File: config.mk
export PLATFORM = sky130hd
export DESIGN_NAME = spi_frame_register_table_flat
export DESIGN_NICKNAME = d
export VERILOG_FILES = /design/src/hdl/sfrt_pkg.sv /design/src/hdl/sfrt_frame_if.sv /design/src/hdl/sfrt_result_if.sv /design/src/hdl/sfrt_cell.sv /design/src/hdl/spi_frame_register_table.sv /design/src/flat_wrapper.sv
export SDC_FILE = /design/constraint.sdc
export NUM_CORES = 2
export LEC_CHECK = 0
export ABC_AREA = 0
export BUFFER_PORTS_ARGS = -buffer_cell sky130_fd_sc_hd__buf_2
export CORE_MARGIN = 2
export CORE_UTILIZATION = 50
export CTS_BUF_LIST = sky130_fd_sc_hd__clkbuf_2 sky130_fd_sc_hd__clkbuf_4 sky130_fd_sc_hd__clkbuf_8
export DETAILED_ROUTE_END_ITERATION = 16
export GPL_TIMING_DRIVEN = 0
export HOLD_SLACK_MARGIN = 0.1
export PLACE_DENSITY = 0.68
export REMOVE_ABC_BUFFERS = 1
export SYNTH_ARGS = -nofsm -noshare
export SYNTH_HDL_FRONTEND = slang
export SYNTH_HIERARCHICAL = 1
export SYNTH_SLANG_ARGS = --single-unit
File: constraint.sdc
create_clock -name i_clk -period 3.51 [get_ports i_clk]
set_input_delay 0.1755 -clock i_clk [delete_from_list [all_inputs] [get_ports i_clk]]
set_output_delay 0.1755 -clock i_clk [all_outputs]
set_load 0.05 [all_outputs]
File: src/hdl/sfrt_pkg.sv
// ----------------------------------------------------------------------------
// SPI frame register table package
// Shared types, command codes and the reset table of preloaded addresses.
// ----------------------------------------------------------------------------
package sfrt_pkg;

    localparam logic [1:0] CMD_KIND_WRITE = 2'b11;
    localparam logic [1:0] CMD_KIND_READ  = 2'b10;

    typedef enum logic [1:0] {
        KIND_NONE,
        KIND_WRITE,
        KIND_READ
    } t_kind;

    // Search packet that walks along the chain of cells, one cell per cycle.
    typedef struct packed {
        logic        valid;
        t_kind       kind;
        logic [15:0] addr;
        logic [31:0] data;
        logic        hit;
        logic        free_seen;
    } t_pkt;

    // Late claim of a free entry, broadcast when a write has missed everywhere.
    typedef struct packed {
        logic        en;
        logic [15:0] addr;
        logic [31:0] data;
    } t_commit;

    function automatic logic [15:0] preload_address(input int unsigned idx);
        logic [15:0] r;
        case (idx)
            1:       r = 16'h0004;
            2:       r = 16'h000C;
            3:       r = 16'h0010;
            4:       r = 16'h0014;
            5:       r = 16'h001C;
            6:       r = 16'h4018;
            default: r = 16'h0000;
        endcase
        return r;
    endfunction

endpackage

File: src/hdl/sfrt_frame_if.sv
// ----------------------------------------------------------------------------
// SPI frame channel
// Valid/ready channel carrying one decoded frame per transaction.
// ----------------------------------------------------------------------------
interface sfrt_frame_if;
    logic        valid;
    logic        ready;
    logic [7:0]  command;
    logic [15:0] address;
    logic [31:0] write_data;

    modport source (output valid, command, address, write_data, input ready);
    modport sink   (input valid, command, address, write_data, output ready);
endinterface

File: src/hdl/sfrt_result_if.sv
// ----------------------------------------------------------------------------
// SPI frame result channel
// Valid/ready channel carrying one result per transaction.
// ----------------------------------------------------------------------------
interface sfrt_result_if;
    logic        valid;
    logic        ready;
    logic        read_valid;
    logic [31:0] read_data;
    logic        write_dropped;

    modport source (output valid, read_valid, read_data, write_dropped, input ready);
    modport sink   (input valid, read_valid, read_data, write_dropped, output ready);
endinterface

File: src/hdl/sfrt_cell.sv
// ----------------------------------------------------------------------------
// SPI frame register table cell
// Holds one address/value entry, checks the passing packet against it and
// hands the packet on to the next cell.
// ----------------------------------------------------------------------------
module sfrt_cell #(
    parameter int unsigned IDX = 0
) (
    input  logic            i_clk,
    input  logic            i_rst_n,
    input  logic            i_adv,
    input  sfrt_pkg::t_pkt    i_pkt,
    input  sfrt_pkg::t_commit i_commit,
    output sfrt_pkg::t_pkt    o_pkt
);

    logic [15:0]    r_addr;
    logic [31:0]    r_value;
    logic           r_claim;
    sfrt_pkg::t_pkt r_pkt;

    sfrt_pkg::t_pkt n_pkt;
    logic           n_claim;
    logic           w_match;
    logic           w_free;
    logic           w_write_hit;

    always_comb begin
        w_match     = (i_pkt.addr == r_addr);
        w_free      = (IDX != 0) && (r_addr == 16'h0000);
        n_pkt       = i_pkt;
        n_claim     = 1'b0;
        w_write_hit = 1'b0;
        if (!i_pkt.hit && w_match) begin
            if (i_pkt.kind == sfrt_pkg::KIND_WRITE) begin
                n_pkt.hit   = 1'b1;
                w_write_hit = 1'b1;
            end else if (i_pkt.kind == sfrt_pkg::KIND_READ) begin
                n_pkt.hit  = 1'b1;
                n_pkt.data = r_value;
            end
        end else if (!i_pkt.hit && !i_pkt.free_seen && w_free &&
                     i_pkt.kind == sfrt_pkg::KIND_WRITE) begin
            n_pkt.free_seen = 1'b1;
            n_claim         = 1'b1;
        end
    end

    always_ff @(posedge i_clk) begin
        if (!i_rst_n) begin
            r_addr      <= sfrt_pkg::preload_address(IDX);
            r_value     <= 32'h0;
            r_claim     <= 1'b0;
            r_pkt.valid <= 1'b0;
        end else begin
            if (i_adv) begin
                r_pkt <= n_pkt;
                if (i_pkt.valid) begin
                    r_claim <= n_claim;
                    if (w_write_hit) begin
                        r_value <= i_pkt.data;
                    end
                end
            end
            if (i_commit.en && r_claim) begin
                r_addr  <= i_commit.addr;
                r_value <= i_commit.data;
            end
        end
    end

    assign o_pkt = r_pkt;

endmodule

File: src/hdl/spi_frame_register_table.sv
// ----------------------------------------------------------------------------
// SPI frame register table
// Associative table of address/value pairs served by decoded SPI frames.
// ----------------------------------------------------------------------------
// Frames arrive on i_frame and each yields exactly one result on o_result.
// A frame is latched and then walks a row of TABLE_ENTRIES cells, one cell
// per cycle; each cell holds one entry and updates or answers as the frame
// passes. A write that misses everywhere claims the first free cell it
// passed, once the frame has left the last cell.
// The result is written to the output register once the frame has left the
// last cell of the row, and one frame is handled at a time, so a new frame
// is taken only after the last one has left the cell row.
// A finished result waits in the output register while the next frame is
// already accepted and searched. If the receiver stalls while a second
// result reaches the end of the row, the row holds still until the output
// register is taken.
// Reset empties the row and the output register and reloads the table with
// its preloaded addresses and zero values.
// ----------------------------------------------------------------------------
module spi_frame_register_table #(
    parameter int unsigned TABLE_ENTRIES = 16
) (
    input logic           i_clk,
    input logic           i_rst_n,
    sfrt_frame_if.sink    i_frame,
    sfrt_result_if.source o_result
);

    sfrt_pkg::t_pkt    r_in;
    sfrt_pkg::t_pkt    n_in;
    logic              r_busy;
    logic              r_out_valid;
    logic              r_out_read_valid;
    logic [31:0]       r_out_read_data;
    logic              r_out_write_dropped;

    sfrt_pkg::t_pkt    w_chain [TABLE_ENTRIES+1];
    logic [TABLE_ENTRIES:0] w_chain_valid;
    sfrt_pkg::t_pkt    w_end;
    sfrt_pkg::t_commit w_commit;
    logic              w_adv;
    logic              w_accept;
    logic              w_retire;

    assign i_frame.ready = !r_busy;
    assign w_accept      = i_frame.valid && !r_busy;
    assign w_end         = w_chain[TABLE_ENTRIES];
    assign w_adv         = !(w_end.valid && r_out_valid && !o_result.ready);
    assign w_retire      = w_end.valid && w_adv;
    assign w_chain[0]    = r_in;

    always_comb begin
        n_in           = '0;
        n_in.valid     = w_accept;
        n_in.addr      = i_frame.address;
        case (i_frame.command[6:5])
            sfrt_pkg::CMD_KIND_WRITE: begin
                n_in.kind = sfrt_pkg::KIND_WRITE;
                n_in.data = i_frame.write_data;
            end
            sfrt_pkg::CMD_KIND_READ: begin
                n_in.kind = sfrt_pkg::KIND_READ;
            end
            default: begin
                n_in.kind = sfrt_pkg::KIND_NONE;
            end
        endcase
    end

    always_comb begin
        w_commit.en   = w_retire && (w_end.kind == sfrt_pkg::KIND_WRITE) &&
                        !w_end.hit && w_end.free_seen;
        w_commit.addr = w_end.addr;
        w_commit.data = w_end.data;
    end

    genvar k;
    generate
        for (k = 0; k < TABLE_ENTRIES; k++) begin : g_cell
            sfrt_cell #(
                .IDX (k)
            ) u_cell (
                .i_clk    (i_clk),
                .i_rst_n  (i_rst_n),
                .i_adv    (w_adv),
                .i_pkt    (w_chain[k]),
                .i_commit (w_commit),
                .o_pkt    (w_chain[k+1])
            );
        end
        for (k = 0; k <= TABLE_ENTRIES; k++) begin : g_valid
            assign w_chain_valid[k] = w_chain[k].valid;
        end
    endgenerate

    always_ff @(posedge i_clk) begin
        if (!i_rst_n) begin
            r_in.valid  <= 1'b0;
            r_busy      <= 1'b0;
            r_out_valid <= 1'b0;
        end else begin
            if (w_adv) begin
                r_in <= n_in;
            end
            if (w_accept) begin
                r_busy <= 1'b1;
            end else if (w_retire) begin
                r_busy <= 1'b0;
            end
            if (w_retire) begin
                r_out_valid         <= 1'b1;
                r_out_read_valid    <= (w_end.kind == sfrt_pkg::KIND_READ);
                r_out_read_data     <= (w_end.kind == sfrt_pkg::KIND_READ) ?
                                       w_end.data : 32'h0;
                r_out_write_dropped <= (w_end.kind == sfrt_pkg::KIND_WRITE) &&
                                       !w_end.hit && !w_end.free_seen;
            end else if (o_result.ready) begin
                r_out_valid <= 1'b0;
            end
        end
    end

    assign o_result.valid         = r_out_valid;
    assign o_result.read_valid    = r_out_read_valid;
    assign o_result.read_data     = r_out_read_data;
    assign o_result.write_dropped = r_out_write_dropped;

    a_single_frame: assert property (@(posedge i_clk) disable iff (!i_rst_n)
        $onehot0(w_chain_valid))
        else $error("more than one frame in the cell row");

    a_idle_when_ready: assert property (@(posedge i_clk) disable iff (!i_rst_n)
        i_frame.ready |-> (w_chain_valid == '0))
        else $error("frame accepted while the cell row is busy");

    a_accept_enters: assert property (@(posedge i_clk) disable iff (!i_rst_n)
        w_accept |=> r_in.valid)
        else $error("accepted frame did not enter the cell row");

    a_retire_frees: assert property (@(posedge i_clk) disable iff (!i_rst_n)
        w_retire |=> (!r_busy && r_out_valid))
        else $error("retired frame did not reach the output register");

    a_drop_is_write: assert property (@(posedge i_clk) disable iff (!i_rst_n)
        (r_out_valid && r_out_write_dropped) |->
            (!r_out_read_valid && r_out_read_data == 32'h0))
        else $error("dropped write reported with read data");

endmodule
File: src/flat_wrapper.sv
// flat-port wrapper written by rule: the top's interface ports become plain ports
module spi_frame_register_table_flat 
#(
    parameter int unsigned TABLE_ENTRIES = 16
)
  (i_clk, i_rst_n, i_frame_valid, i_frame_command, i_frame_address, i_frame_write_data, i_frame_ready, o_result_valid, o_result_read_valid, o_result_read_data, o_result_write_dropped, o_result_ready);
  sfrt_frame_if i_frame_i ();
  sfrt_result_if o_result_i ();
  input logic i_clk;
  input logic i_rst_n;
  input wire logic [$bits(i_frame_i.valid)-1:0] i_frame_valid;
  input wire logic [$bits(i_frame_i.command)-1:0] i_frame_command;
  input wire logic [$bits(i_frame_i.address)-1:0] i_frame_address;
  input wire logic [$bits(i_frame_i.write_data)-1:0] i_frame_write_data;
  output wire logic [$bits(i_frame_i.ready)-1:0] i_frame_ready;
  output wire logic [$bits(o_result_i.valid)-1:0] o_result_valid;
  output wire logic [$bits(o_result_i.read_valid)-1:0] o_result_read_valid;
  output wire logic [$bits(o_result_i.read_data)-1:0] o_result_read_data;
  output wire logic [$bits(o_result_i.write_dropped)-1:0] o_result_write_dropped;
  input wire logic [$bits(o_result_i.ready)-1:0] o_result_ready;
  assign i_frame_i.valid = i_frame_valid;
  assign i_frame_i.command = i_frame_command;
  assign i_frame_i.address = i_frame_address;
  assign i_frame_i.write_data = i_frame_write_data;
  assign i_frame_ready = i_frame_i.ready;
  assign o_result_valid = o_result_i.valid;
  assign o_result_read_valid = o_result_i.read_valid;
  assign o_result_read_data = o_result_i.read_data;
  assign o_result_write_dropped = o_result_i.write_dropped;
  assign o_result_i.ready = o_result_ready;
  spi_frame_register_table #(.TABLE_ENTRIES(TABLE_ENTRIES)) u_core (.i_clk(i_clk), .i_rst_n(i_rst_n), .i_frame(i_frame_i), .o_result(o_result_i));
endmodule
==> results.yml <==
status:
  status: "completed"
sta:
  drv_slew: 0
  rsz0062_at_grt: "no"
  hold_viol_final: 0
  setup_ws_ns: 0.128
  hold-worst-slack_ns: 0.238
  final.setup_skew_ns: 0.0338
  slew_headroom_pct: 32.8
  finalSetupViolations: 0
  fin_crit_sh_pct: 96.4
  worst_pin_slew_ns: 1.01
  max_freq_ghz: 0.296
  timing.final.crit_period_ns: 3.38
  finalSetupTns_ns: 0
placed_design:
  place_ws_ns: -0.224
  portBuffers: 89
  gp_congestion: 0.856
  place_hpwl_um: 101000
  place_area_mm2: 0.0756
  dp.cells: 7954
floorplanning:
  core_area_mm2: 0.146
  die_h_um: 387
  die_w_um: 387
  io_pins: 96
  initial_core_util_pct: 50.3
  dieArea_mm2: 0.150
  num_rows: 140
logic_synthesis:
  ys_seq_elements: 1702
  syn_area_per_cell_um2: 11.6
  synth-warning-count: 6
  synth-edff-count: 916
  ys_seq_area_share_pct: 59.0
  syn_inst: 6343
  synth_cell_types: 50
  ys_async_sr_fraction_pct: 0
  synth_top_flop_cell: "edfxtp_1"
  syn_area_mm2: 0.0733
worst_hold_path:
  min_path_type: "primary input to flop"
cells_and_area:
  area_delta_synth_final_pct: 13.7
  fin_area_mm2: 0.0833
  fin_util_pct: 57.2
  nets: 6588
  fin_cells: 8650
  drive_gt1_share_pct: 19.1
worst_setup_path:
  cp-startpoint: "u_core/g_cell[10].u_cell/o_pkt[44]"
  crit_required_ns: 4.22
  cp_max_fo: 18
  cp-start-kind: "flop"
  timing.rr.end: "u_core/g_cell[11].u_cell/o_pkt[25]"
  reg2reg_depth: 7
  end_kind: "flop"
  r2r_slack_ns: 0.13
  cp.arrival_ns: 4.09
  critPathCapture: "u_core/g_cell[11].u_cell/o_pkt[25]"
  r2r_start: "u_core/g_cell[10].u_cell/o_pkt[44]"
  worstSetupPathType: "flop to flop"
global_routing:
  grt_max_degree: 176
  grt_pass1_vias: 49000
  grt_overflow: 0
  grt_pass1_wl_um: 257000
  grt_usage_pct: 20.6
  grt_antenna_before_repair: 1
clock_network:
  cts_buffers: 290
  clk_pin_slew_ns: 0.06
  cts_root_buf: "clkbuf_8"
  cts.sinks: 1702
  cts_max_level: 5
  cts_buffer_depth: 4
  cts_tree: "yes"
  clock_latency_ns: 0.98
drt:
  first_iter_violations: 3142
  drc: 0
  vias: 48700
  wirelength_um: 158000
  vias_per_cell: 5.63
  postRouteAntennaNets: 0
  firstDrtPassIters: 6
  detail_route.wl_per_cell_um: 18.3
power_and_ir_drop:
  powerDensity_mw_per_mm2: 495
  total_power_mw: 41.3
  p_leak_nw: 34.9
  vdd_ir_drop_max_mv: 0.432
job:
  drv_cap: 0
==> cells in the final DEF (no fill, tap or decap), drive strengths merged, types with 15 or more instances in the layout <==
master,count
nand2b,31
nand4b,15
clkbuf,467
o21ai,31
o22ai,510
nand3,54
nand4,30
xnor2,105
dfxtp,786
nor2b,108
and2,65
o21bai,16
nor3b,15
and3,64
a21boi,244
nor4,93
edfxtp,916
buf,225
a2111o,15
nor3,30
mux2i,34
nand2,587
nor4b,16
or4,16
xor2,46
dlygate4sd3,139
clkinv,29
a221o,15
inv,62
o211a,480
mux2,512
nor2,961
==> metal layers <==
layer / global-route usage (%) / wire length, um
met5: 0 / 0
met3: 2.76 / 7020
met4: 7.99 / 4070
met1: 26.9 / 71600
met2: 34.7 / 75800
==> worst min-delay path by stage <==
stage	startpoint	to	slack (ns)	depth (start not counted)
after floorplan	i_rst_n	u_core/g_cell[1].u_cell/r_addr[2]	0.25	1
after global placement	i_frame_address[4]	u_core/r_in[38]	0.35	1
after detailed placement	i_frame_address[0]	u_core/r_in[34]	0.35	1
after CTS	i_rst_n	u_core/g_cell[13].u_cell/r_addr[3]	0.16	3
after global routing	i_rst_n	u_core/g_cell[15].u_cell/r_addr[3]	0.23	3
final	i_rst_n	u_core/g_cell[15].u_cell/r_addr[3]	0.24	3
==> worst max-delay path, cell delays in order, from the launching register on <==
cell and delay, ns:
edfxtp_1 0.40, nor2b_1 0.15, or4_1 0.51, nor4_2 0.33, nand3_1 0.30, nor3b_4 0.77, buf_8 0.28, mux2_2 0.36
==> area by class of cell <==
class / count / area (um^2)
Sequential cell: 1702 / 43200
Multi-Input combinational cell: 4108 / 27800
Clock inverter: 29 / 125
Fill cell: 11700 / 62200
Tap cell: 1917 / 2400
Clock buffer: 467 / 5620
Timing Repair Buffer: 364 / 3880
Inverter: 62 / 233
Antenna cell: 1 / 2.50
==> cell families after synthesis <==
group / count (synthesis) / synth area share (%)
flip-flops: 1702 / 59.0
buffers and inverters: 536 / 3.41
XOR/XNOR: 151 / 1.81
AND/OR/NAND/NOR: 2091 / 13.0
multiplexers: 546 / 8.49
other: 1 / 0.00512
AO/OA/AOI/OAI: 1316 / 14.3
==> sequential cells by signal, indices dropped and copies added, names as in the netlist <==
| name | count |
|---|---|
| u_core/r_in | 51 |
| u_core/g_cell.u_cell/r_claim | 15 |
| u_core/g_cell.u_cell/r_addr | 240 |
| u_core/o_result.valid | 1 |
| u_core/g_cell.u_cell/o_pkt | 848 |
| u_core/o_result.write_dropped | 1 |
| u_core/o_result.read_data | 32 |
| u_core/r_busy | 1 |
| u_core/g_cell.u_cell/r_value | 512 |
| u_core/o_result.read_valid | 1 |
==> Yosys cell counts (all sizes together) (31+ instances only) <==
cell    instances  area [um^2]
mux2          512         5880
o22ai         510         3190
a21boi        244         1830
nor2b         108          683
mux2i          34          340
clkbuf        371         1400
nand3          54          270
o211a         480         4800
buf           103          868
nor4           93          691
inv            62          233
edfxtp        916        27500
o21ai          31          155
xnor2         105          920
and3           64          400
nand2         587         2200
and2           65          407
xor2           46          403
nand2b         31          194
dfxtp         786        15700
nor2          961         3610
==> power breakdown <==
group          switching (mW)  internal, mW
Clock                    7.53          10.1
Combinational           0.700         0.713
Sequential              0.586          21.7
==> what timing repair did <==
item / 4_1_cts / 5_1_grt
setup buffers: 3 / 56
cloned: 0 / 1
hold buffers: 139 / 0
resized for setup: 7 / 7
pin swaps: 1 / 12
endpoints found under the hold margin: 528 / 0
endpoints found under the setup margin: 198 / 499
Note: power is estimated with default switching activity, not from simulation.
